==> config.mk <==
export PLATFORM = sky130hd
export DESIGN_NAME = lirs_ctrl
export DESIGN_NICKNAME = d
export VERILOG_FILES = /design/src/lirs_pkg.sv /design/src/lirs_ctrl.sv
export SDC_FILE = /design/constraint.sdc
export NUM_CORES = 1
export LEC_CHECK = 0
export ABC_AREA = 0
export ABC_CLOCK_PERIOD_IN_PS = 1700
export BUFFER_PORTS_ARGS = -buffer_cell sky130_fd_sc_hd__buf_2
export CAP_MARGIN = 20
export CORE_AREA = 3 3 40 42
export CTS_CLUSTER_SIZE = 30
export DETAILED_ROUTE_END_ITERATION = 10
export DIE_AREA = 0 0 43 45
export MAX_ROUTING_LAYER = met4
export PLACE_DENSITY = 0.46
export SYNTH_ARGS = -nofsm -noshare
export SYNTH_HDL_FRONTEND = slang
export SYNTH_SLANG_ARGS = --single-unit
==> constraint.sdc <==
create_clock -name clock -period 1.7 [get_ports clock]
set_input_delay 0.255 -clock clock [delete_from_list [all_inputs] [get_ports clock]]
set_output_delay 0.255 -clock clock [all_outputs]
set_load 0.005 [all_outputs]
==> src/lirs_pkg.sv <==
// Shared types and constants for the linear interpolation resampler.
// No dependencies; every other file in src uses this package.
package lirs_pkg;

   localparam int SAMPLE_W      = 16;
   localparam int STEP_W        = 21;
   localparam int FRAC_BITS_DEF = 16;
   localparam int MAX_RESULTS   = 64;
   localparam int CNT_W         = $clog2(MAX_RESULTS + 1);

   localparam int CSR_ADDR_W = 3;
   localparam int CSR_DATA_W = 32;

   // Register indexes (byte address / 4)
   localparam logic [CSR_ADDR_W-3:0] REG_PHASE_STEP = '0;

   typedef struct packed {
      logic signed [SAMPLE_W-1:0] sample_in;
      logic                       final_sample;
   } req_type;

   typedef struct packed {
      logic signed [SAMPLE_W-1:0] sample_out;
      logic                       run_last;
      logic                       stream_end;
   } rsp_type;

   // Controller to datapath
   typedef struct packed {
      logic load;
      logic start;
      logic mul;
      logic emit_interp;
      logic emit_copy;
      logic finish;
   } cmd_type;

   // Datapath to controller
   typedef struct packed {
      logic start_interp;
      logic start_copy;
      logic more_interp;
      logic to_copy;
      logic more_copy;
      logic out_free;
   } status_type;

endpackage

==> src/lirs_ctrl.sv <==
// Controller state machine of the resampler: sequences accept, setup, multiply,
// interpolation, copy and wrap-up steps. Depends on lirs_pkg.
module lirs_ctrl (
   input  logic                 clock,
   input  logic                 reset,
   input  logic                 req_valid,
   output logic                 req_stall,
   input  lirs_pkg::status_type status,
   output lirs_pkg::cmd_type    cmd
);

   localparam logic [2:0] S_IDLE   = 3'd0;
   localparam logic [2:0] S_START  = 3'd1;
   localparam logic [2:0] S_MUL    = 3'd2;
   localparam logic [2:0] S_INTERP = 3'd3;
   localparam logic [2:0] S_COPY   = 3'd4;
   localparam logic [2:0] S_DONE   = 3'd5;

   logic [2:0] state_ff, state_in;

   assign req_stall = (state_ff != S_IDLE);

   always_comb begin
      cmd      = '0;
      state_in = state_ff;
      case (state_ff)
         S_IDLE: begin
            if (req_valid) begin
               cmd.load = 1'b1;
               state_in = S_START;
            end
         end
         S_START: begin
            cmd.start = 1'b1;
            if (status.start_interp)
               state_in = S_MUL;
            else if (status.start_copy)
               state_in = S_COPY;
            else
               state_in = S_DONE;
         end
         S_MUL: begin
            cmd.mul  = 1'b1;
            state_in = S_INTERP;
         end
         S_INTERP: begin
            if (status.out_free) begin
               cmd.emit_interp = 1'b1;
               if (status.more_interp)
                  state_in = S_MUL;
               else if (status.to_copy)
                  state_in = S_COPY;
               else
                  state_in = S_DONE;
            end
         end
         S_COPY: begin
            if (status.out_free) begin
               cmd.emit_copy = 1'b1;
               if (!status.more_copy)
                  state_in = S_DONE;
            end
         end
         S_DONE: begin
            cmd.finish = 1'b1;
            state_in   = S_IDLE;
         end
         default: begin
            state_in = S_IDLE;
         end
      endcase
   end

   always_ff @(posedge clock) begin
      if (reset)
         state_ff <= S_IDLE;
      else
         state_ff <= state_in;
   end

endmodule

==> results of run 1 <==
-- stage by stage --
step	instance area, um^2	std cells	power (uW)
floorplan	289.0	36	190.9
global placement	364.1	64	232.2
detailed placement	364.1	64	230.5
CTS	390.4	68	363.9
global route	390.4	68	384.4
finish	390.4	68	354.2
-- power by group through the flow --
stage	Clock (uW)	Combinational, uW	Sequential [uW]
floorplan	0	102	88.5
global placement	0	124	108
detailed placement	0	123	108
CTS	134	123	107
global route	138	136	110
finish	126	122	107
-- cells by family (layout without fill, tap and decap cells) --
logic type / after synthesis / count (layout) / synth area share, %
AO/OA/AOI/OAI: 11 / 11 / 25.10
flip-flops: 3 / 3 / 20.78
AND/OR/NAND/NOR: 18 / 18 / 45.03
buffers and inverters: 4 / 21 / 9.093
-- cell usage in the layout, fill, tap and decap left out --
master	Yosys	routed
a211oi_1	2	2
a21oi_1	3	3
a22o_1	1	1
a311oi_1	1	1
and2_1	2	2
and2b_1	3	3
and3_1	1	1
buf_2	0	15
clkbuf_1	0	1
clkbuf_4	1	3
dfxtp_1	3	3
inv_1	2	2
nand2b_1	1	1
nand3_1	1	1
nand3b_1	1	1
nor2_1	2	2
nor3_2	1	1
nor3b_1	1	1
nor3b_2	2	2
nor4_1	1	1
o21a_1	1	1
o21ai_0	1	1
o22ai_1	2	2
or2b_1	1	1
or3_1	1	1
-- metal layers --
layer | GRT usage [%] | vias to the layer above | share of wire (%)
li1 | - | 169 | -
met1 | 10.10 | 138 | 51
met5 | - | - | 0
met2 | 11.98 | 12 | 42
met3 | 2.390 | 0 | 6.8
met4 | 5.422 | 0 | 0
-- worst paths after layout --
check | end | start | cells past startpoint
setup / recovery | cmd[0] | state_ff[1] | 3
hold / removal | state_ff[2] | reset | 2
setup reg to reg | state_ff[0] | state_ff[1] | 4
hold reg to reg | state_ff[1] | state_ff[2] | 2
-- area by class of cell --
class	count	share of cell area, %
Multi-Input combinational cell	29	51.92
Clock buffer	4	6.731
Tap cell	15	4.808
Timing Repair Buffer	15	19.23
Inverter	2	1.923
Sequential cell	3	15.38
==> reports/qor.csv, run 1 <==
metric,value,unit
maxCapViolations,0,
yosys_warnings,0,
grt_overflow,0,
swShare,33.26,%
core-area,1285,um^2
die_area,1935,um^2
worst_hold_slack,0.2110,ns
intPower,236.4,uW
dieWidth,43,um
synth-seq-cells,3,
cp_top_family,flip-flops,
tritoncts,yes,
syn-instance-count,36,
antenna_found_initial,0,
finalNetCount,63,
syn-num-nets,45,
cp-start-kind,register,
pre_cts_slack,0.2757,ns
syn2layout_area_growth,35.06,%
r2r_slack,0.25,ns
htreeDepth,1,
postRouteAntennaNets,0,
power_switching,117.8,uW
path_class,reg2out,
crit_path_top_delay_cell,dfxtp_1,
fill_cells,151,
synth-edff-count,0,
reg_top3,state_ff x3,
netlist.area_leader.share,20.78,%
diodes,0,
status,"complete, no violations",
post_cts_resized,0,
pwr-share-seq,30.2,%
grt_pass1_wl,1200,um
holdCritPathClass,in2reg,
leakagePower,0.0001895,uW
fin_ws,0.07800,ns
place.gp.congestion,0.7169,
regArea,60.06,um^2
wire_per_inst,10.75,um
port_buffers,15,
clock_power_share,35.5,%
synth.distinct_cells,24,
critPathMaxFanout,14,
drt-initial-drc-count,2,
drv_slew,0,
cts_max_path_buffers,2,
synth_flop_cell,dfxtp_1,
rows,13,
tightest_slew,0.4711,ns
critPathCaptureType,output pin,
clock_latency,0.23,ns
async_reset_ff_share,0,%
synth_area,289.0,um^2
yosysSeqAreaShare,20.78,%
cts_root_buf,clkbuf_4,
largest_reg_flops,3,
yosys.area.top_type,dfxtp_1,
grt_max_degree,15,
utilization,30.38,%
multi_input_area,202.7,um^2
cts-buffers-inserted,3,
synthTopCellsByArea,"dfxtp_1, nor3b_2, and2b_1, a21oi_1, a211oi_1",
ios,16,
skew,0.0009866,ns
die_height,45,um
finalHoldViolations,0,
first_pass_iters,3,
yosys-top-cells-count,"a21oi_1, and2b_1, dfxtp_1",
fin_crit,1.622,ns
cts_hold_buf,0,
dp_hpwl,553.3,um
remaining_drc_errors,0,
viasPerCell,4.691,
drive_above_1_share,39.62,%
cp.required,1.44,ns
pwr-share-comb,34.3,%
irDropWorstVdd,0.4103,mV
grt_setup_unrepaired,no,
slew-limit-headroom,68.55,%
initial_core_util,22.49,%
maxClockFrequency,616.5,MHz
fin_crit_sh,95.41,%
clk_pin_slew_worst_paths,0.04,ns
post_cts_buffers,0,
top_register,state_ff,
num_vias,319,
finalSetupTns,0,ns
slowest_delay,0.60,ns
grt_pass1_vias,301,
synth_area_per_cell,8.029,um^2
grt_usage,8.312,%
worstPathArrival,1.37,ns
wl,731,um
p_per_area,907.3,nW/um^2
path_buf_inv,1,
setup_viol,0,
crit_chain,and2b_1 > and2_1 > buf_2,
cts.sinks,3,
No activity file was read; power rests on OpenSTA's default activity.
==> inputs of run 2 (changes only) <==
Settings changed: CELL_PAD_IN_SITES_DETAIL_PLACEMENT from default to 0, CELL_PAD_IN_SITES_GLOBAL_PLACEMENT from default to 1, PLACE_DENSITY 0.46 to 0.61.
==> run 2 against run 1 <==
Critical path depth unchanged. Cell area unchanged. Clock-buffer cell count unchanged. Fmax up 2.6%. Cell count unchanged. Die area unchanged. First-iteration DRC count down 100%. Register-to-register slack better by 0.06 ns. Flip-flop and latch count unchanged. Largest power group is now combinational logic.
==> reports/qor.csv, run 2 (synthesis results as in run 1) <==
metric,value,unit
cp-start-kind,register,
intPower,236.2,uW
holdCritPathClass,in2reg,
grt_setup_unrepaired,no,
swShare,32.47,%
syn2layout_area_growth,35.06,%
grt_max_degree,15,
diodes,0,
postRouteAntennaNets,0,
cts_hold_buf,0,
post_cts_buffers,0,
dp_hpwl,555.4,um
p_per_area,895.8,nW/um^2
layout.cells.most_common,buf_2,
crit_chain,and2b_1 > and2_1 > buf_2,
core-area,1285,um^2
reg_top3,state_ff x3,
cp.required,1.44,ns
clock_power_share,34.7,%
critPathMaxFanout,14,
finalHoldViolations,0,
clock_latency,0.23,ns
htreeDepth,1,
cts_root_buf,clkbuf_4,
critPathCaptureType,output pin,
post_cts_resized,0,
grt_usage,8.554,%
power_switching,113.5,uW
rows,13,
largest_reg_flops,3,
grt_pass1_vias,287,
drv_slew,0,
clk_pin_slew_worst_paths,0.04,ns
initial_core_util,22.49,%
tritoncts,yes,
setup_viol,0,
status,"complete, no violations",
fin_crit,1.581,ns
p_total,349.7,uW
final_cell_mix,"buf_2, and2b_1, a21oi_1, clkbuf_4, dfxtp_1",
tightest_slew,0.4223,ns
top_register,state_ff,
slew-limit-headroom,71.81,%
maxClockFrequency,632.3,MHz
cts.sinks,3,
die_area,1935,um^2
viasPerCell,4.574,
path_buf_inv,1,
worstPathArrival,1.33,ns
fin_crit_sh,93.03,%
crit_path_top_delay_cell,dfxtp_1,
first_pass_iters,1,
drt-initial-drc-count,0,
irDropWorstVdd,0.1903,mV
finalNetCount,63,
grt_overflow,0,
finalSetupTns,0,ns
drive_above_1_share,39.62,%
num_vias,311,
wire_per_inst,10.40,um
slowest_delay,0.57,ns
skew,0.001901,ns
wl,707,um
dieWidth,43,um
place.gp.congestion,0.7054,
pwr-share-comb,35.0,%
path_class,reg2out,
cts-buffers-inserted,3,
port_buffers,15,
die_height,45,um
ios,16,
cp_top_family,flip-flops,
remaining_drc_errors,0,
pwr-share-seq,30.4,%
antenna_found_initial,0,
cts_max_path_buffers,2,
grt_pass1_wl,1179,um
maxCapViolations,0,
leakagePower,0.0001895,uW
-- run 2: path summary, 6_finish.rpt --
check / to / from / depth (start not counted) / slack, ns
max: cmd[0] / state_ff[1] / 3 / 0.12
min: state_ff[1] / reset / 2 / 0.21
max reg2reg: state_ff[0] / state_ff[1] / 4 / 0.31
min reg2reg: state_ff[1] / state_ff[1] / 2 / 0.70
-- run 2: cell type report --
type / count / area [um^2]
sequential: 3 / 60.06
clock buffer: 4 / 26.28
fill: 141 / 894.6
inverter: 2 / 7.507
multi-input combinational: 29 / 202.7
tap: 15 / 18.77
timing repair buffer: 15 / 75.07
-- run 2: metrics by stage --
stage               instance area [um^2]  std cells  setup WS [ns]  hold WS, ns  util [%]
floorplan                          289.0         36         0.4812       0.3241         -
global placement                   364.1         64         0.2591       0.4481     28.34
detailed placement                 364.1         64         0.3151       0.4488     28.34
CTS                                390.4         68         0.1054       0.2056     30.38
global route                       390.4         68        0.02948       0.2228     30.38
finish                             390.4         68         0.1185       0.2145     30.38
-- run 2: power groups by stage --
stage / sequential [uW] / clock (uW) / combinational, uW
after floorplan: 88.5 / 0 / 102
after global placement: 107 / 0 / 123
after detailed placement: 107 / 0 / 122
after CTS: 106 / 127 / 123
after global routing: 109 / 133 / 138
final: 106 / 121 / 122
-- run 2: worst reg2reg max path: cells and delay by family (launching register included) --
family           cells  cell delay, ns
flip-flops           1            0.57
AND/OR/NAND/NOR      1            0.08
AO/OA/AOI/OAI        3            0.67
-- run 2: layer usage --
metal / share of wire, % / vias up / GRT usage [%]
met4: 0 / 0 / 7.229
met1: 49 / 132 / 10.53
met3: 6.4 / 0 / 0.3984
met5: 0 / - / -
met2: 45 / 11 / 12.87
li1: - / 168 / -
==> inputs of run 3 (changes only) <==
Settings changed: ABC_AREA 0 to 1, PLACE_DENSITY 0.61 to 0.64.
==> run 3 against run 2 <==
Sequential share of layout area hardly changed. Die area is the same. Largest cell class unchanged. Critical path type unchanged. Flip-flop and latch count unchanged. Area after synthesis is 6.9% lower. Hold slack got worse by 0.0030 ns. Clock-buffer cell count did not move. Synthesized cell count is 39% higher.
==> reports/qor.csv, run 3 <==
metric,value,unit
path_buf_inv,2,
cp-start-kind,register,
drive_above_1_share,36.23,%
die_height,45,um
pwr-share-seq,27.2,%
crit_chain,inv_2 > nor2_2 > nand2_1 > nor2_1 > buf_2,
synth-edff-count,0,
intPower,223.9,uW
num_vias,366,
wire_per_inst,8.595,um
synth_area,269.0,um^2
fin_crit,1.424,ns
layout.cells.most_common,buf_2,
diodes,0,
worst_hold_slack,0.2115,ns
maxCapViolations,0,
drv_slew,0,
power_switching,134.8,uW
tightest_slew,0.2424,ns
pwr-share-comb,36.3,%
clock_power_share,36.5,%
grt_overflow,0,
htreeDepth,1,
slowest_delay,0.42,ns
post_cts_buffers,0,
status,"complete, no violations",
cts.sinks,3,
clk_pin_slew_worst_paths,0.04,ns
cts_hold_buf,0,
setup_viol,0,
top_register,state_ff,
finalSetupTns,0,ns
synth_top_family_by_area,simple AND/OR/NAND/NOR gates,
critPathMaxFanout,5,
synth_area_per_cell,5.380,um^2
async_reset_ff_share,0,%
ios,16,
synth_mux_area_share,0,%
crit_path_top_delay_cell,dfxtp_1,
holdCritPathClass,in2reg,
yosysSeqAreaShare,22.33,%
core-area,1285,um^2
largest_reg_flops,3,
synthAdderAreaFrac,0,%
finalNetCount,79,
dp_hpwl,591.5,um
syn2layout_area_growth,44.65,%
maxClockFrequency,702.2,MHz
yosys_warnings,0,
synthTopCellsByArea,"dfxtp_1, nand2_1, nor2_1, nand3_1, inv_1",
yosys-top-cells-count,"nand2_1, nor2_1, inv_1, nand3_1",
cp_top_family,flip-flops,
drt-initial-drc-count,5,
grt_pass1_vias,334,
cts_max_path_buffers,2,
initial_core_util,20.93,%
path_class,reg2out,
cp.required,1.44,ns
first_pass_iters,4,
skew,0.002345,ns
rows,13,
swShare,37.58,%
slew-limit-headroom,83.82,%
critPathCaptureType,output pin,
fin_crit_sh,83.76,%
global_route.usage.met3,4.781,%
p_per_area,922.0,nW/um^2
postRouteAntennaNets,0,
synth-compound-area-share,11.16,%
grt_pass1_wl,1255,um
leakagePower,0.0002172,uW
gr-usage-met1,9.615,%
grt_max_degree,8,
clock_latency,0.24,ns
remaining_drc_errors,0,
wl,722,um
synth_simple_gate_area_share,53.95,%
grt_setup_unrepaired,no,
dieWidth,43,um
synth-xor-area-share,0,%
tritoncts,yes,
finalHoldViolations,0,
worstPathArrival,1.17,ns
port_buffers,15,
synth_flop_cell,dfxtp_1,
cts_root_buf,clkbuf_4,
grt_usage,9.254,%
post_cts_resized,0,
yosys.area.top_type,dfxtp_1,
reg_top3,state_ff x3,
syn-num-nets,59,
irDropWorstVdd,0.3924,mV
syn-instance-count,50,
use_met2,14.07,%
grt.busiest_layer,met2,
synth.distinct_cells,12,
final_cell_mix,"buf_2, nand2_1, nor2_1",
antenna_found_initial,0,
cts-buffers-inserted,3,
place.gp.congestion,0.6772,
netlist.area_leader.share,22.33,%
synth-seq-cells,3,
viasPerCell,4.357,
die_area,1935,um^2
-- run 3: changes by cell type after synthesis, moves of 3 or more --
cell     change
nand2_1     +10
nor2_2       +3
nand3_1      +5
nor2_1       +8
inv_2        +3
and2b_1      -3
inv_1        +4
-- run 3: path summary, 6_finish.rpt --
path / end / startpoint / depth (start not counted) / slack (ns)
worst min-delay path: state_ff[2] / reset / 2 / 0.21
worst max-delay path: cmd[2] / state_ff[1] / 5 / 0.28
worst min register to register: state_ff[2] / state_ff[2] / 2 / 0.61
worst max register to register: state_ff[0] / state_ff[2] / 5 / 0.59
-- run 3: logic make-up after synthesis --
family / after synthesis
simple gates: 32
buf+inv: 9
compound gates: 6
flops: 3
-- run 3: through the flow --
step | utilization (%) | total power [uW] | std cells | area [um^2] | setup WS, ns
after floorplan | - | 181.9 | 50 | 269.0 | 0.6685
after CTS | 30.28 | 364.4 | 84 | 389.1 | 0.2662
after global placement | 28.24 | 234.6 | 80 | 362.8 | 0.5540
after global routing | 30.28 | 394.8 | 84 | 389.1 | 0.1548
final | 30.28 | 358.8 | 84 | 389.1 | 0.2760
after detailed placement | 28.24 | 230.4 | 80 | 362.8 | 0.5237
-- run 3: area by class of cell --
type,count,area (um^2)
well taps,15,18.77
repair buffers,15,75.07
multi-input cells,38,175.2
inverters,9,33.78
clock buffers,4,26.28
flip-flops and latches,3,60.06
fillers,156,895.9
-- run 3: metal layers --
metal	part of all wire [%]	vias to the layer above
met2	50	14
met1	41	156
met3	8.4	2
met5	0	-
li1	-	194
met4	0.83	0
-- run 3: power groups by stage --
| stage | Sequential [uW] | Clock [uW] | Combinational (uW) |
|---|---|---|---|
| 2_1_floorplan | 95.9 | 0 | 86.1 |
| 3_3_place_gp | 99.5 | 0 | 135 |
| 3_5_place_dp | 98.9 | 0 | 132 |
| 4_1_cts | 97.6 | 135 | 132 |
| 5_1_grt | 101 | 142 | 152 |
| 6_report | 97.7 | 131 | 130 |
