$ cat config.mk
export PLATFORM = sky130hd
export DESIGN_NAME = lirs_datapath
export DESIGN_NICKNAME = d
export VERILOG_FILES = /design/src/lirs_pkg.sv /design/src/lirs_datapath.sv
export SDC_FILE = /design/constraint.sdc
export NUM_CORES = 1
export LEC_CHECK = 0
export BUFFER_PORTS_ARGS = -buffer_cell sky130_fd_sc_hd__buf_4
export CAP_MARGIN = 15
export CORE_MARGIN = 1.5
export CORE_UTILIZATION = 53
export CTS_BUF_LIST = sky130_fd_sc_hd__clkbuf_8
export CTS_CLUSTER_DIAMETER = 120
export DETAILED_ROUTE_END_ITERATION = 16
export PLACE_DENSITY = 0.7
export SYNTH_ARGS = -nofsm -noshare
export SYNTH_HDL_FRONTEND = slang
export SYNTH_SLANG_ARGS = --single-unit
$ cat constraint.sdc
create_clock -name clock -period 11.9 [get_ports clock]
set_input_delay 1.785 -clock clock [delete_from_list [all_inputs] [get_ports clock]]
set_output_delay 1.785 -clock clock [all_outputs]
set_load 0.02 [all_outputs]
$ cat src/lirs_pkg.sv
// Shared types and constants for the linear interpolation resampler.
// No dependencies; every other file in src uses this package.
package lirs_pkg;

   localparam int SAMPLE_W      = 16;
   localparam int STEP_W        = 21;
   localparam int FRAC_BITS_DEF = 16;
   localparam int MAX_RESULTS   = 64;
   localparam int CNT_W         = $clog2(MAX_RESULTS + 1);

   localparam int CSR_ADDR_W = 3;
   localparam int CSR_DATA_W = 32;

   // Register indexes (byte address / 4)
   localparam logic [CSR_ADDR_W-3:0] REG_PHASE_STEP = '0;

   typedef struct packed {
      logic signed [SAMPLE_W-1:0] sample_in;
      logic                       final_sample;
   } req_type;

   typedef struct packed {
      logic signed [SAMPLE_W-1:0] sample_out;
      logic                       run_last;
      logic                       stream_end;
   } rsp_type;

   // Controller to datapath
   typedef struct packed {
      logic load;
      logic start;
      logic mul;
      logic emit_interp;
      logic emit_copy;
      logic finish;
   } cmd_type;

   // Datapath to controller
   typedef struct packed {
      logic start_interp;
      logic start_copy;
      logic more_interp;
      logic to_copy;
      logic more_copy;
      logic out_free;
   } status_type;

endpackage

$ cat src/lirs_datapath.sv
// Datapath of the resampler: sample and position registers, the interpolation
// multiplier and adder, and the result register. Depends on lirs_pkg.
module lirs_datapath #(
   parameter int FRAC_BITS = lirs_pkg::FRAC_BITS_DEF
) (
   input  logic                           clock,
   input  logic                           reset,
   input  lirs_pkg::req_type              req_data,
   input  logic [lirs_pkg::STEP_W-1:0]    phase_step,
   input  lirs_pkg::cmd_type              cmd,
   output lirs_pkg::status_type           status,
   input  logic                           rsp_stall,
   output logic                           rsp_valid,
   output lirs_pkg::rsp_type              rsp_data
);

   localparam int SW     = lirs_pkg::SAMPLE_W;
   localparam int STW    = lirs_pkg::STEP_W;
   localparam int CW     = lirs_pkg::CNT_W;
   localparam int OFF_W  = ((FRAC_BITS + 1 > STW) ? FRAC_BITS + 1 : STW) + 1;
   localparam int PROD_W = FRAC_BITS + SW + 1;
   localparam int SUM_W  = PROD_W + 1;

   localparam logic [OFF_W-1:0] ONE_POS  = OFF_W'(1) << FRAC_BITS;
   localparam logic [STW-1:0]   MIN_STEP = STW'(1) << (FRAC_BITS - 6);
   localparam logic [SUM_W-1:0] RND_BIAS = (SUM_W'(1) << FRAC_BITS) - SUM_W'(1);
   localparam logic [CW-1:0]    CAP      = CW'(lirs_pkg::MAX_RESULTS);

   logic signed [SW-1:0]     cur_ff, prev_ff;
   logic                     fin_ff, have_prev_ff;
   logic [OFF_W-1:0]         off_ff;
   logic [CW-1:0]            cnt_ff;
   logic signed [PROD_W-1:0] prod_ff;
   logic                     out_valid_ff;
   lirs_pkg::rsp_type        out_data_ff;

   logic [STW-1:0]           step;
   logic [OFF_W-1:0]         off_minus, off_step, step_wrap;
   logic                     off_lt_one, step_lt, wrap_lt, cnt_room;
   logic [CW-1:0]            cnt_next;
   logic signed [SW:0]       diff;
   logic signed [FRAC_BITS:0] frac_s;
   logic signed [SUM_W-1:0]  base, sum, sum_rnd;
   logic signed [SW-1:0]     interp_val;
   logic                     last_interp, last_copy;

   assign step       = (phase_step < MIN_STEP) ? MIN_STEP : phase_step;
   assign off_lt_one = off_ff < ONE_POS;
   assign off_minus  = off_ff - ONE_POS;
   assign off_step   = off_ff + OFF_W'(step);
   assign step_lt    = off_step < ONE_POS;
   assign step_wrap  = off_step - ONE_POS;
   assign wrap_lt    = step_wrap < ONE_POS;
   assign cnt_next   = cnt_ff + CW'(1);
   assign cnt_room   = cnt_next < CAP;

   always_comb begin
      status.start_interp = have_prev_ff && off_lt_one;
      status.start_copy   = fin_ff && (!have_prev_ff ||
                                       (!off_lt_one && (off_minus < ONE_POS)));
      status.more_interp  = step_lt && cnt_room;
      status.to_copy      = !(step_lt && cnt_room) && fin_ff && wrap_lt && cnt_room;
      status.more_copy    = step_lt && cnt_room;
      status.out_free     = !out_valid_ff || !rsp_stall;
   end

   assign last_interp = !status.more_interp && !status.to_copy;
   assign last_copy   = !status.more_copy;

   // prev + frac*(cur - prev), truncated toward zero
   assign diff       = (SW+1)'(cur_ff) - (SW+1)'(prev_ff);
   assign frac_s     = signed'({1'b0, off_ff[FRAC_BITS-1:0]});
   assign base       = SUM_W'(prev_ff) <<< FRAC_BITS;
   assign sum        = base + SUM_W'(prod_ff);
   assign sum_rnd    = sum + (sum[SUM_W-1] ? RND_BIAS : '0);
   assign interp_val = sum_rnd[FRAC_BITS+SW-1:FRAC_BITS];

   always_ff @(posedge clock) begin
      if (cmd.load) begin
         cur_ff <= req_data.sample_in;
         fin_ff <= req_data.final_sample;
      end
      if (cmd.mul)
         prod_ff <= PROD_W'(frac_s * diff);
      if (cmd.emit_interp) begin
         out_data_ff.sample_out <= interp_val;
         out_data_ff.run_last   <= last_interp;
         out_data_ff.stream_end <= last_interp && fin_ff;
      end else if (cmd.emit_copy) begin
         out_data_ff.sample_out <= cur_ff;
         out_data_ff.run_last   <= last_copy;
         out_data_ff.stream_end <= last_copy && fin_ff;
      end
   end

   always_ff @(posedge clock) begin
      if (reset) begin
         prev_ff      <= '0;
         have_prev_ff <= 1'b0;
         off_ff       <= '0;
         cnt_ff       <= '0;
         out_valid_ff <= 1'b0;
      end else begin
         if (cmd.start) begin
            if (have_prev_ff) begin
               if (!off_lt_one)
                  off_ff <= off_minus;
            end else begin
               have_prev_ff <= 1'b1;
               off_ff       <= '0;
            end
         end
         if (cmd.emit_interp) begin
            off_ff <= status.more_interp ? off_step : step_wrap;
            cnt_ff <= cnt_next;
         end
         if (cmd.emit_copy) begin
            off_ff <= off_step;
            cnt_ff <= cnt_next;
         end
         if (cmd.finish) begin
            cnt_ff <= '0;
            if (fin_ff) begin
               prev_ff      <= '0;
               have_prev_ff <= 1'b0;
               off_ff       <= '0;
            end else begin
               prev_ff <= cur_ff;
            end
         end
         if (cmd.emit_interp || cmd.emit_copy)
            out_valid_ff <= 1'b1;
         else if (!rsp_stall)
            out_valid_ff <= 1'b0;
      end
   end

   assign rsp_valid = out_valid_ff;
   assign rsp_data  = out_data_ff;

endmodule

==> flow_summary.ini, run 1 <==
[run_status]
status = finished clean

[power_and_ir_drop]
internal_power_mw = 2.20
clock_power_share_pct = 8.5
p_switching_mw = 2.24
netSwitchingFraction_pct = 50.5
p_per_area_nw_per_um2 = 241
peakVddDrop_mv = 0.253
seq_power_share_pct = 16.3
p_comb_share_pct = 75.2
p_leak_nw = 9.00

[floorplan]
ios = 72
coreArea_um2 = 31700
fp.dieW_um = 183
initial_utilization_pct = 54.0
fp-row-count = 65
die-area_um2 = 33400
chipHeight_um = 183

[global_routing]
grt_pass1_wl_mm = 68.6
grt_pass1_vias = 13500
grt_overflow = 0
grt_max_degree = 41
antenna_found_initial = 0
track_usage_pct = 26.0

[setup_path]
rrSetupSlack_ns = 2.49
crit_type = register to register
required_ns = 12.12
reg2reg_from = cur_ff[0]$_DFFE_PP_
path_buf_inv = 4
cp-start-kind = register
cp_max_fo = 13
critPathMostFrequentCell = fa_1
endpoint_kind = register
crit_arrival_ns = 9.63
r2r_cells = 31
reg2reg_to = prod_ff[28]$_DFFE_PP_
critical-path-top-delay-family = adder cells
slowest_delay_ns = 0.55
cp_slowest_cell = fa_1

[sta]
worst_pin_slew_ns = 1.07
maxSlewViolCount = 0
relSlewSlack_pct = 28.2
rsz0062_at_grt = no
fin_crit_ns = 9.41
setup_viol = 0
max_freq_mhz = 106
tns_ns = 0
hold_viol = 0
finalClockSkew_ns = 0.0178
final.setup.worst_slack_ns = 2.49
finalCritPeriodShare_pct = 79.1

[detailed_routing]
wl_per_cell_um = 17.2
detail-route-antenna-nets = 0
dr.pass1.iters = 5
drt-total-wl_mm = 41.2
drcViolationCount = 0
viasPerCell = 5.59
drt_first_iter_violations = 910
vias = 13400

[synth]
syn_nets = 2396
synthArstFlopShare_pct = 0
synth_cell_types = 65
ys_seq_area_share_pct = 17.4
synthTopCellsByArea = fa_1, ha_1, edfxtp_1
synth_warnings = 0
synthFlopType = edfxtp_1
synth_most_common_cell = inv_1
synth_enable_flop_cells = 68
yosysTopAreaCellShare_pct = 24.8
synthCells = 1940
synthTopCellsByCount = inv_1, nand2_1, fa_1, ha_1, nor2_1
synth-seq-cells = 115
yosysTopAreaCell = fa_1
syn_area_per_cell_um2 = 8.84
synth_area_um2 = 17100

[cells_and_area]
layout.nets = 2430
utilization_pct = 58.2
synthToLayoutAreaGrowth_pct = 7.76
antenna_cells = 0
n_fill_cell = 2819
multi_input_area_um2 = 12700
drive_gt1_share_pct = 8.35
register_area_um2 = 2980

[clock_network]
post_cts_resized = 0
cts-root-buf = clkbuf_8
cts_tree = done
clk_pin_slew_worst_paths_ns = 0.08
clock-sinks = 115
postCtsSetupBuffers = 0
numCtsBuffers = 17
postCtsHoldBufs = 0
cts_max_level = 4
clock_latency_ns = 0.47
cts_buffer_depth = 2

[worst_hold_path]
min_path_cells = 2
hp-class = register to register
min_to = rsp_valid$_SDFFE_PP0P_
min-delay-start = rsp_valid$_SDFFE_PP0P_

[placement]
dpl_worst_slack_ns = 2.05
place_congestion = 0.907
port_buffers = 71
place_hpwl_mm = 32.4

[run]
maxCapViolCount = 0
-- kinds of logic (layout without fill, tap and decap cells) --
kind of cell | Yosys count | in the layout | synth area share [%]
simple gates | 625 | 625 | 17.7
compound gates | 295 | 295 | 11.6
mux | 20 | 20 | 1.23
buf+inv | 390 | 437 | 8.57
fa+ha+maj | 409 | 409 | 39.1
flops | 115 | 115 | 17.4
xor+xnor | 86 | 86 | 4.39
-- through the flow --
stage          area, um^2  hold slack (ns)  instances  power (mW)
2_1_floorplan       17100            0.449       1940        3.20
3_3_place_gp        18100            0.457       2356        3.96
3_5_place_dp        18100            0.479       2356        4.04
6_report            18500            0.484       2389        4.44
5_1_grt             18500            0.512       2389        4.93
4_1_cts             18500            0.490       2388        4.45
-- power groups by stage --
stage	Sequential (mW)	Combinational, mW	Clock (mW)
3_5_place_dp	0.728	3.31	0
4_1_cts	0.719	3.34	0.385
2_1_floorplan	0.687	2.51	0
5_1_grt	0.731	3.81	0.396
6_report	0.725	3.34	0.376
3_3_place_gp	0.725	3.23	0
-- metal layers --
| layer | track usage, % | part of all wire, % |
|---|---|---|
| met5 | 0 | 0 |
| met4 | 7.97 | 2.1 |
| met1 | 36.4 | 46 |
| met2 | 41.5 | 45 |
| met3 | 4.31 | 6.7 |
-- how the worst max path moves through the flow --
stage / startpoint / endpoint / slack [ns] / cells after the start
finish: cur_ff[0]$_DFFE_PP_ / prod_ff[28]$_DFFE_PP_ / 2.49 / 31
global route: cur_ff[0]$_DFFE_PP_ / prod_ff[28]$_DFFE_PP_ / 1.80 / 31
CTS: cur_ff[0]$_DFFE_PP_ / prod_ff[28]$_DFFE_PP_ / 2.02 / 30
detailed placement: cur_ff[0]$_DFFE_PP_ / prod_ff[28]$_DFFE_PP_ / 2.05 / 30
global placement: cur_ff[0]$_DFFE_PP_ / prod_ff[28]$_DFFE_PP_ / 2.20 / 30
floorplan: cur_ff[0]$_DFFE_PP_ / prod_ff[28]$_DFFE_PP_ / 3.24 / 30
-- placed cells by master, fill, tap and decap left out, drive strengths merged, types with 43 or more instances in the layout --
cell / count
fa: 212
nor2: 120
and2: 88
o21ai: 58
xnor2: 58
nand2: 224
a21oi: 77
nor2b: 43
dfxtp: 47
inv: 310
buf: 98
ha: 197
edfxtp: 68
-- registers in the layout (all words and copies together), names as in the netlist --
name / count
rsp_data: 18
rsp_valid: 1
fin_ff: 1
cur_ff: 16
off_ff: 22
prev_ff: 16
prod_ff: 33
have_prev_ff: 1
cnt_ff: 7
-- tightest hold or removal path, stage by stage (launching register included) --
cell	delay, ns
dfxtp_1	0.31
nand2_1	0.07
a21oi_1	0.06
-- area by class of cell --
type / count / share of cell area [%]
multi-input cells: 1435 / 68.8
flip-flops and latches: 115 / 16.1
inverters: 307 / 6.24
repair buffers: 98 / 3.98
well taps: 402 / 2.72
clock buffers: 18 / 1.34
clock inverters: 14 / 0.759
No activity file was read; power rests on OpenSTA's default activity.
==> inputs of run 2 (changes only) <==
--- a/config.mk
+++ b/config.mk
@@ -5,6 +5,7 @@
 export SDC_FILE = /design/constraint.sdc
 export NUM_CORES = 1
 export LEC_CHECK = 0
+export ABC_AREA = 1
 export BUFFER_PORTS_ARGS = -buffer_cell sky130_fd_sc_hd__buf_4
 export CAP_MARGIN = 15
 export CORE_MARGIN = 1.5
@@ -12,7 +13,7 @@
 export CTS_BUF_LIST = sky130_fd_sc_hd__clkbuf_8
 export CTS_CLUSTER_DIAMETER = 120
 export DETAILED_ROUTE_END_ITERATION = 16
-export PLACE_DENSITY = 0.7
+export PLACE_DENSITY = 0.73
 export SYNTH_ARGS = -nofsm -noshare
 export SYNTH_HDL_FRONTEND = slang
 export SYNTH_SLANG_ARGS = --single-unit
==> constraint.sdc (replaced) <==
create_clock -name clock -period 8.2 [get_ports clock]
set_input_delay 1.23 -clock clock [delete_from_list [all_inputs] [get_ports clock]]
set_output_delay 1.23 -clock clock [all_outputs]
set_load 0.02 [all_outputs]
==> run 2 against run 1 <==
Net effect:
- wire length is 21% higher
- fmax is 22% higher
- clock skew is 0.00076 ns lower
- register-to-register slack worse by 2.0 ns
- core utilization is 0.17 points higher
- die area is 3.0% higher
- global-route usage is 4.3 points higher
- critical path depth is 6 higher
- final area is 3.4% higher
- via count is 16% higher
- non-clock buffer count is 9 lower
- largest cell class unchanged
- highest routed layer unchanged
==> flow_summary.ini, run 2 <==
[run_status]
status = finished clean

[synth]
synth-seq-cells = 115
yosysTopAreaCell = fa_1
synth_enable_flop_cells = 68
syn_area_per_cell_um2 = 7.70
synthArstFlopShare_pct = 0
ys_seq_area_share_pct = 16.9
syn_nets = 2749
synthTopCellsByCount = inv_1, nand2_1, nor2_1, fa_1, ha_1
synthCells = 2293
synth_warnings = 0
synth_most_common_cell = inv_1
synthFlopType = edfxtp_1
synth_area_um2 = 17700
synthTopCellsByArea = fa_1, ha_1, edfxtp_1
yosysTopAreaCellShare_pct = 24.0
synth_cell_types = 56

[setup_path]
crit_type = register to register
reg2reg_to = prod_ff[30]$_DFFE_PP_
rrSetupSlack_ns = 0.48
cp_slowest_cell = fa_1
required_ns = 8.43
cp_max_fo = 11
slowest_delay_ns = 0.58
endpoint_kind = register
reg2reg_from = cur_ff[0]$_DFFE_PP_
crit_arrival_ns = 7.95
cp-start-kind = register
r2r_cells = 37
critPathMostFrequentCell = nand2_1

[sta]
whs_ns = 0.483
tns_ns = 0
maxSlewViolCount = 0
setup_viol = 0
finalClockSkew_ns = 0.0170
fin_crit_ns = 7.72
finalCritPeriodShare_pct = 94.1
hold_viol = 0
relSlewSlack_pct = 28.7
final.setup.worst_slack_ns = 0.481
worst_pin_slew_ns = 1.07
max_freq_mhz = 130
rsz0062_at_grt = no

[floorplan]
chipHeight_um = 186
initial_utilization_pct = 54.0
fp.dieW_um = 186
fp-row-count = 66
die-area_um2 = 34400
ios = 72
coreArea_um2 = 32700

[cells_and_area]
antenna_cells = 0
layout.cells.most_common = inv_1
layout.nets = 2802
largest_reg_flops = 33
regMostFlops = prod_ff
multi_input_area_um2 = 12700
synthToLayoutAreaGrowth_pct = 8.12
register_area_um2 = 2980
drive_gt1_share_pct = 8.94
layout_common_cells = inv_1, nand2_1, nor2_1
n_fill_cell = 3036

[global_routing]
antenna_found_initial = 0
grt_max_degree = 36
grt_pass1_wl_mm = 79.2
grt_pass1_vias = 15200
grt_overflow = 0
track_usage_pct = 30.4

[detailed_routing]
detail-route-antenna-nets = 0
dr.pass1.iters = 5
drt-total-wl_mm = 49.9
wl_per_cell_um = 17.8
viasPerCell = 5.55
vias = 15500
drcViolationCount = 0
drt_first_iter_violations = 1228

[clock_network]
postCtsHoldBufs = 0
cts_tree = done
clk_pin_slew_worst_paths_ns = 0.08
cts-root-buf = clkbuf_8
numCtsBuffers = 17
clock_latency_ns = 0.50
clock-sinks = 115
cts_buffer_depth = 2
cts_max_level = 4

[worst_hold_path]
hp-class = register to register
min_to = cnt_ff[5]$_SDFFE_PP0P_
min-delay-start = cnt_ff[5]$_SDFFE_PP0P_
min_path_cells = 2

[placement]
place_congestion = 1.03
dpl_worst_slack_ns = 0.376
port_buffers = 71
place_hpwl_mm = 41.4

[run]
maxCapViolCount = 0
==> run 2: cell types whose count changed after synthesis, sizes merged, moves of 22 or more <==
cell and change:
a21o -27, nor2b -43, nand3 +101, nand2 +259, inv +168, o21ai +22
and2 -85, nor2 +118, nand2b -25, xnor2 -40, a21oi +41, clkbuf -28
==> run 2: cells by family after synthesis <==
family / after synthesis / share of synthesized area (%)
AOI/OAI and AO/OA: 255 / 8.18
adders and majority gates: 409 / 38.0
DFF: 115 / 16.9
buffers and inverters: 536 / 11.5
and+or+nand+nor: 922 / 22.4
xor gates and xnor gates: 56 / 3.10
==> run 2: timing repair <==
action	CTS	global route
hold endpoints to repair	0	0
gates resized for setup	0	13
setup endpoints to repair	0	6
buffers inserted	0	2
==> run 2: worst max-delay path by stage <==
stage                     slack (ns)                    end  cells after the start                     from
after floorplan                 0.93  prod_ff[32]$_DFFE_PP_                     39      cur_ff[0]$_DFFE_PP_
after detailed placement        0.38  prod_ff[32]$_DFFE_PP_                     36      cur_ff[0]$_DFFE_PP_
final                           0.48  prod_ff[30]$_DFFE_PP_                     37      cur_ff[0]$_DFFE_PP_
after global routing            0.04  prod_ff[30]$_DFFE_PP_                     34  prev_ff[1]$_SDFFE_PP0P_
after global placement          0.54  prod_ff[32]$_DFFE_PP_                     36      cur_ff[0]$_DFFE_PP_
after CTS                       0.36  prod_ff[32]$_DFFE_PP_                     36      cur_ff[0]$_DFFE_PP_
==> run 2: final cells by class <==
| cell class | count | share of cell area [%] |
|---|---|---|
| clock buffers | 17 | 1.23 |
| well taps | 442 | 2.90 |
| multi-input cells | 1642 | 66.5 |
| flip-flops and latches | 115 | 15.6 |
| repair buffers | 89 | 3.54 |
| clock inverters | 15 | 0.773 |
| inverters | 481 | 9.45 |
==> run 2: per-layer routing <==
layer	part of all wire (%)	track usage, %
met1	43	41.5
met2	44	46.7
met3	8.2	5.24
met4	4.8	14.8
met5	0	0
==> run 2: worst max-delay path: cells and delay by family, from the launching register on <==
family                   cells  cell delay, ns
adder cells (fa/ha/maj)      9            4.12
AND/OR/NAND/NOR             12            1.02
XOR/XNOR                     1            0.16
flip-flops                   1            0.36
AO/OA/AOI/OAI                7            1.06
buffers and inverters        8            0.72
==> run 2: through the flow <==
step | util (%) | cell area, um^2 | instances
4_1_cts | 58.2 | 19000 | 2799
3_5_place_dp | 57.0 | 18700 | 2767
3_3_place_gp | 57.0 | 18700 | 2767
6_report | 58.4 | 19100 | 2801
5_1_grt | 58.4 | 19100 | 2801
2_1_floorplan | - | 17700 | 2293
Power of run 2 is not shown: default switching activity piles up to over one toggle a cycle in this logic, so the estimate is an artifact.
==> inputs of run 3 (changes only) <==
--- a/config.mk
+++ b/config.mk
@@ -7,13 +7,13 @@
 export LEC_CHECK = 0
 export ABC_AREA = 1
 export BUFFER_PORTS_ARGS = -buffer_cell sky130_fd_sc_hd__buf_4
-export CAP_MARGIN = 15
 export CORE_MARGIN = 1.5
 export CORE_UTILIZATION = 53
 export CTS_BUF_LIST = sky130_fd_sc_hd__clkbuf_8
 export CTS_CLUSTER_DIAMETER = 120
 export DETAILED_ROUTE_END_ITERATION = 16
 export PLACE_DENSITY = 0.73
+export SETUP_SLACK_MARGIN = 0.5
 export SYNTH_ARGS = -nofsm -noshare
 export SYNTH_HDL_FRONTEND = slang
 export SYNTH_SLANG_ARGS = --single-unit
==> run 3 against run 2 <==
Net effect:
- global-route usage barely moved
- core utilization rose by 1.6 points
- register-to-register slack improved by 0.27 ns
- clock skew barely moved
- critical path type unchanged
- hold slack barely moved
- flip-flop and latch count did not move
- fmax rose by 3.7%
- critical path depth fell by 2
- die area did not move
- cell count rose by 0.57%
- clock-buffer cell count did not move
- setup slack improved by 0.27 ns
==> flow_summary.ini, run 3 (same netlist as run 2, synthesis figures left out) <==
[clock_network]
cts_tree = done
cts_max_level = 4
numCtsBuffers = 17
cts-root-buf = clkbuf_8
cts_buffer_depth = 2
clock-sinks = 115
clk_pin_slew_worst_paths_ns = 0.08
postCtsHoldBufs = 0
clock_latency_ns = 0.50

[worst_hold_path]
hp-class = register to register
min_to = cnt_ff[5]$_SDFFE_PP0P_
min_path_cells = 2
min-delay-start = cnt_ff[5]$_SDFFE_PP0P_

[setup_path]
crit_arrival_ns = 7.68
reg2reg_from = cur_ff[0]$_DFFE_PP_
path_buf_inv = 8
slowest_delay_ns = 0.62
required_ns = 8.43
cp_slowest_cell = fa_1
critPathMostFrequentCell = fa_1
crit_type = register to register
r2r_cells = 35
rrSetupSlack_ns = 0.76
reg2reg_to = prod_ff[32]$_DFFE_PP_
cp-start-kind = register
endpoint_kind = register
cp_max_fo = 9
cp-startpoint = cur_ff[0]$_DFFE_PP_
critical-path-top-delay-family = adder cells

[floorplan]
fp-row-count = 66
coreArea_um2 = 32700
chipHeight_um = 186
fp.dieW_um = 186
ios = 72
die-area_um2 = 34400
initial_utilization_pct = 54.0

[run]
maxCapViolCount = 0

[sta]
hold_viol = 0
finalCritPeriodShare_pct = 90.8
final.setup.worst_slack_ns = 0.756
worst_pin_slew_ns = 1.08
finalClockSkew_ns = 0.0174
maxSlewViolCount = 0
relSlewSlack_pct = 27.7
fin_crit_ns = 7.44
max_freq_mhz = 134
rsz0062_at_grt = no
tns_ns = 0
setup_viol = 0

[cells_and_area]
drive_gt1_share_pct = 11.8
instances_no_fill = 2817
fin_area_um2 = 19600
layout_common_cells = inv_1, nand2_1, nor2_1
largest_reg_flops = 33
regMostFlops = prod_ff
layout.cells.most_common = inv_1
layout.nets = 2818
antenna_cells = 0
synthToLayoutAreaGrowth_pct = 11.1

[global_routing]
use_met2_pct = 46.8
grt_overflow = 0
grt_pass1_vias = 15200
grt_max_degree = 36
grt.busiest_layer = met2
gr-usage-met3_pct = 5.42
antenna_found_initial = 0
grt_pass1_wl_mm = 79.3
met1_usage_pct = 41.4
track_usage_pct = 30.4

[placement]
post_dp_cell_area_um2 = 18700
dpl_worst_slack_ns = 0.376
place_congestion = 1.03
port_buffers = 71
placedCellCount = 2767
place_hpwl_mm = 41.4

[run_status]
status = finished clean

[detailed_routing]
drt_first_iter_violations = 1271
drt-total-wl_mm = 50.7
drcViolationCount = 0
detail-route-antenna-nets = 0
dr.pass1.iters = 6
viasPerCell = 5.56
vias = 15700
wl_per_cell_um = 18.0
## run 3: cell types whose count changed in the layout (fill, tap and decap cells not counted), moves of 7 or more
cell     delta
nand2_2     +7
ha_1       -19
ha_4       +14
nand2_1     -9
buf_4      +11
## run 3: timing repair
action                     CTS  global route
setup buffers                1            16
gates resized for setup     14            72
pin swaps                    4            28
gates cloned                 0             1
setup endpoints to repair    4            16
## run 3: cell type report
cell class              instances  area [um^2]
fillers                      2956        13100
multi-input cells            1642        13000
flip-flops and latches        115         2990
inverters                     481         1820
repair buffers                104          830
well taps                     442          553
clock buffers                  17          234
clock inverters                15          148
repair inverters                1         7.51
## run 3: how the worst max path moves through the flow
stage | endpoint | depth (start not counted)
finish | prod_ff[32]$_DFFE_PP_ | 35
global route | prod_ff[32]$_DFFE_PP_ | 37
CTS | prod_ff[32]$_DFFE_PP_ | 37
detailed placement | prod_ff[32]$_DFFE_PP_ | 36
global placement | prod_ff[32]$_DFFE_PP_ | 36
floorplan | prod_ff[32]$_DFFE_PP_ | 39
## run 3: worst reg2reg max path, delay by kind of cell (launching register included)
family | cells | cell delay (ns)
fa+ha+maj | 9 | 4.01
simple gates | 8 | 0.65
flops | 1 | 0.35
compound gates | 8 | 1.20
buf+inv | 8 | 0.75
xor+xnor | 2 | 0.23
## run 3: routing by layer
layer,wire length (um),vias to the layer above
met5,0,-
met4,2590,0
met3,4300,156
met2,22500,712
met1,21400,7475
li1,-,7317
## run 3: through the flow
stage / hold WS, ns / util [%]
3_3_place_gp: 0.451 / 57.0
3_5_place_dp: 0.469 / 57.0
6_report: 0.483 / 60.0
2_1_floorplan: 0.439 / -
5_1_grt: 0.521 / 60.0
4_1_cts: 0.481 / 58.4
Power of run 3 is left out for the same reason.
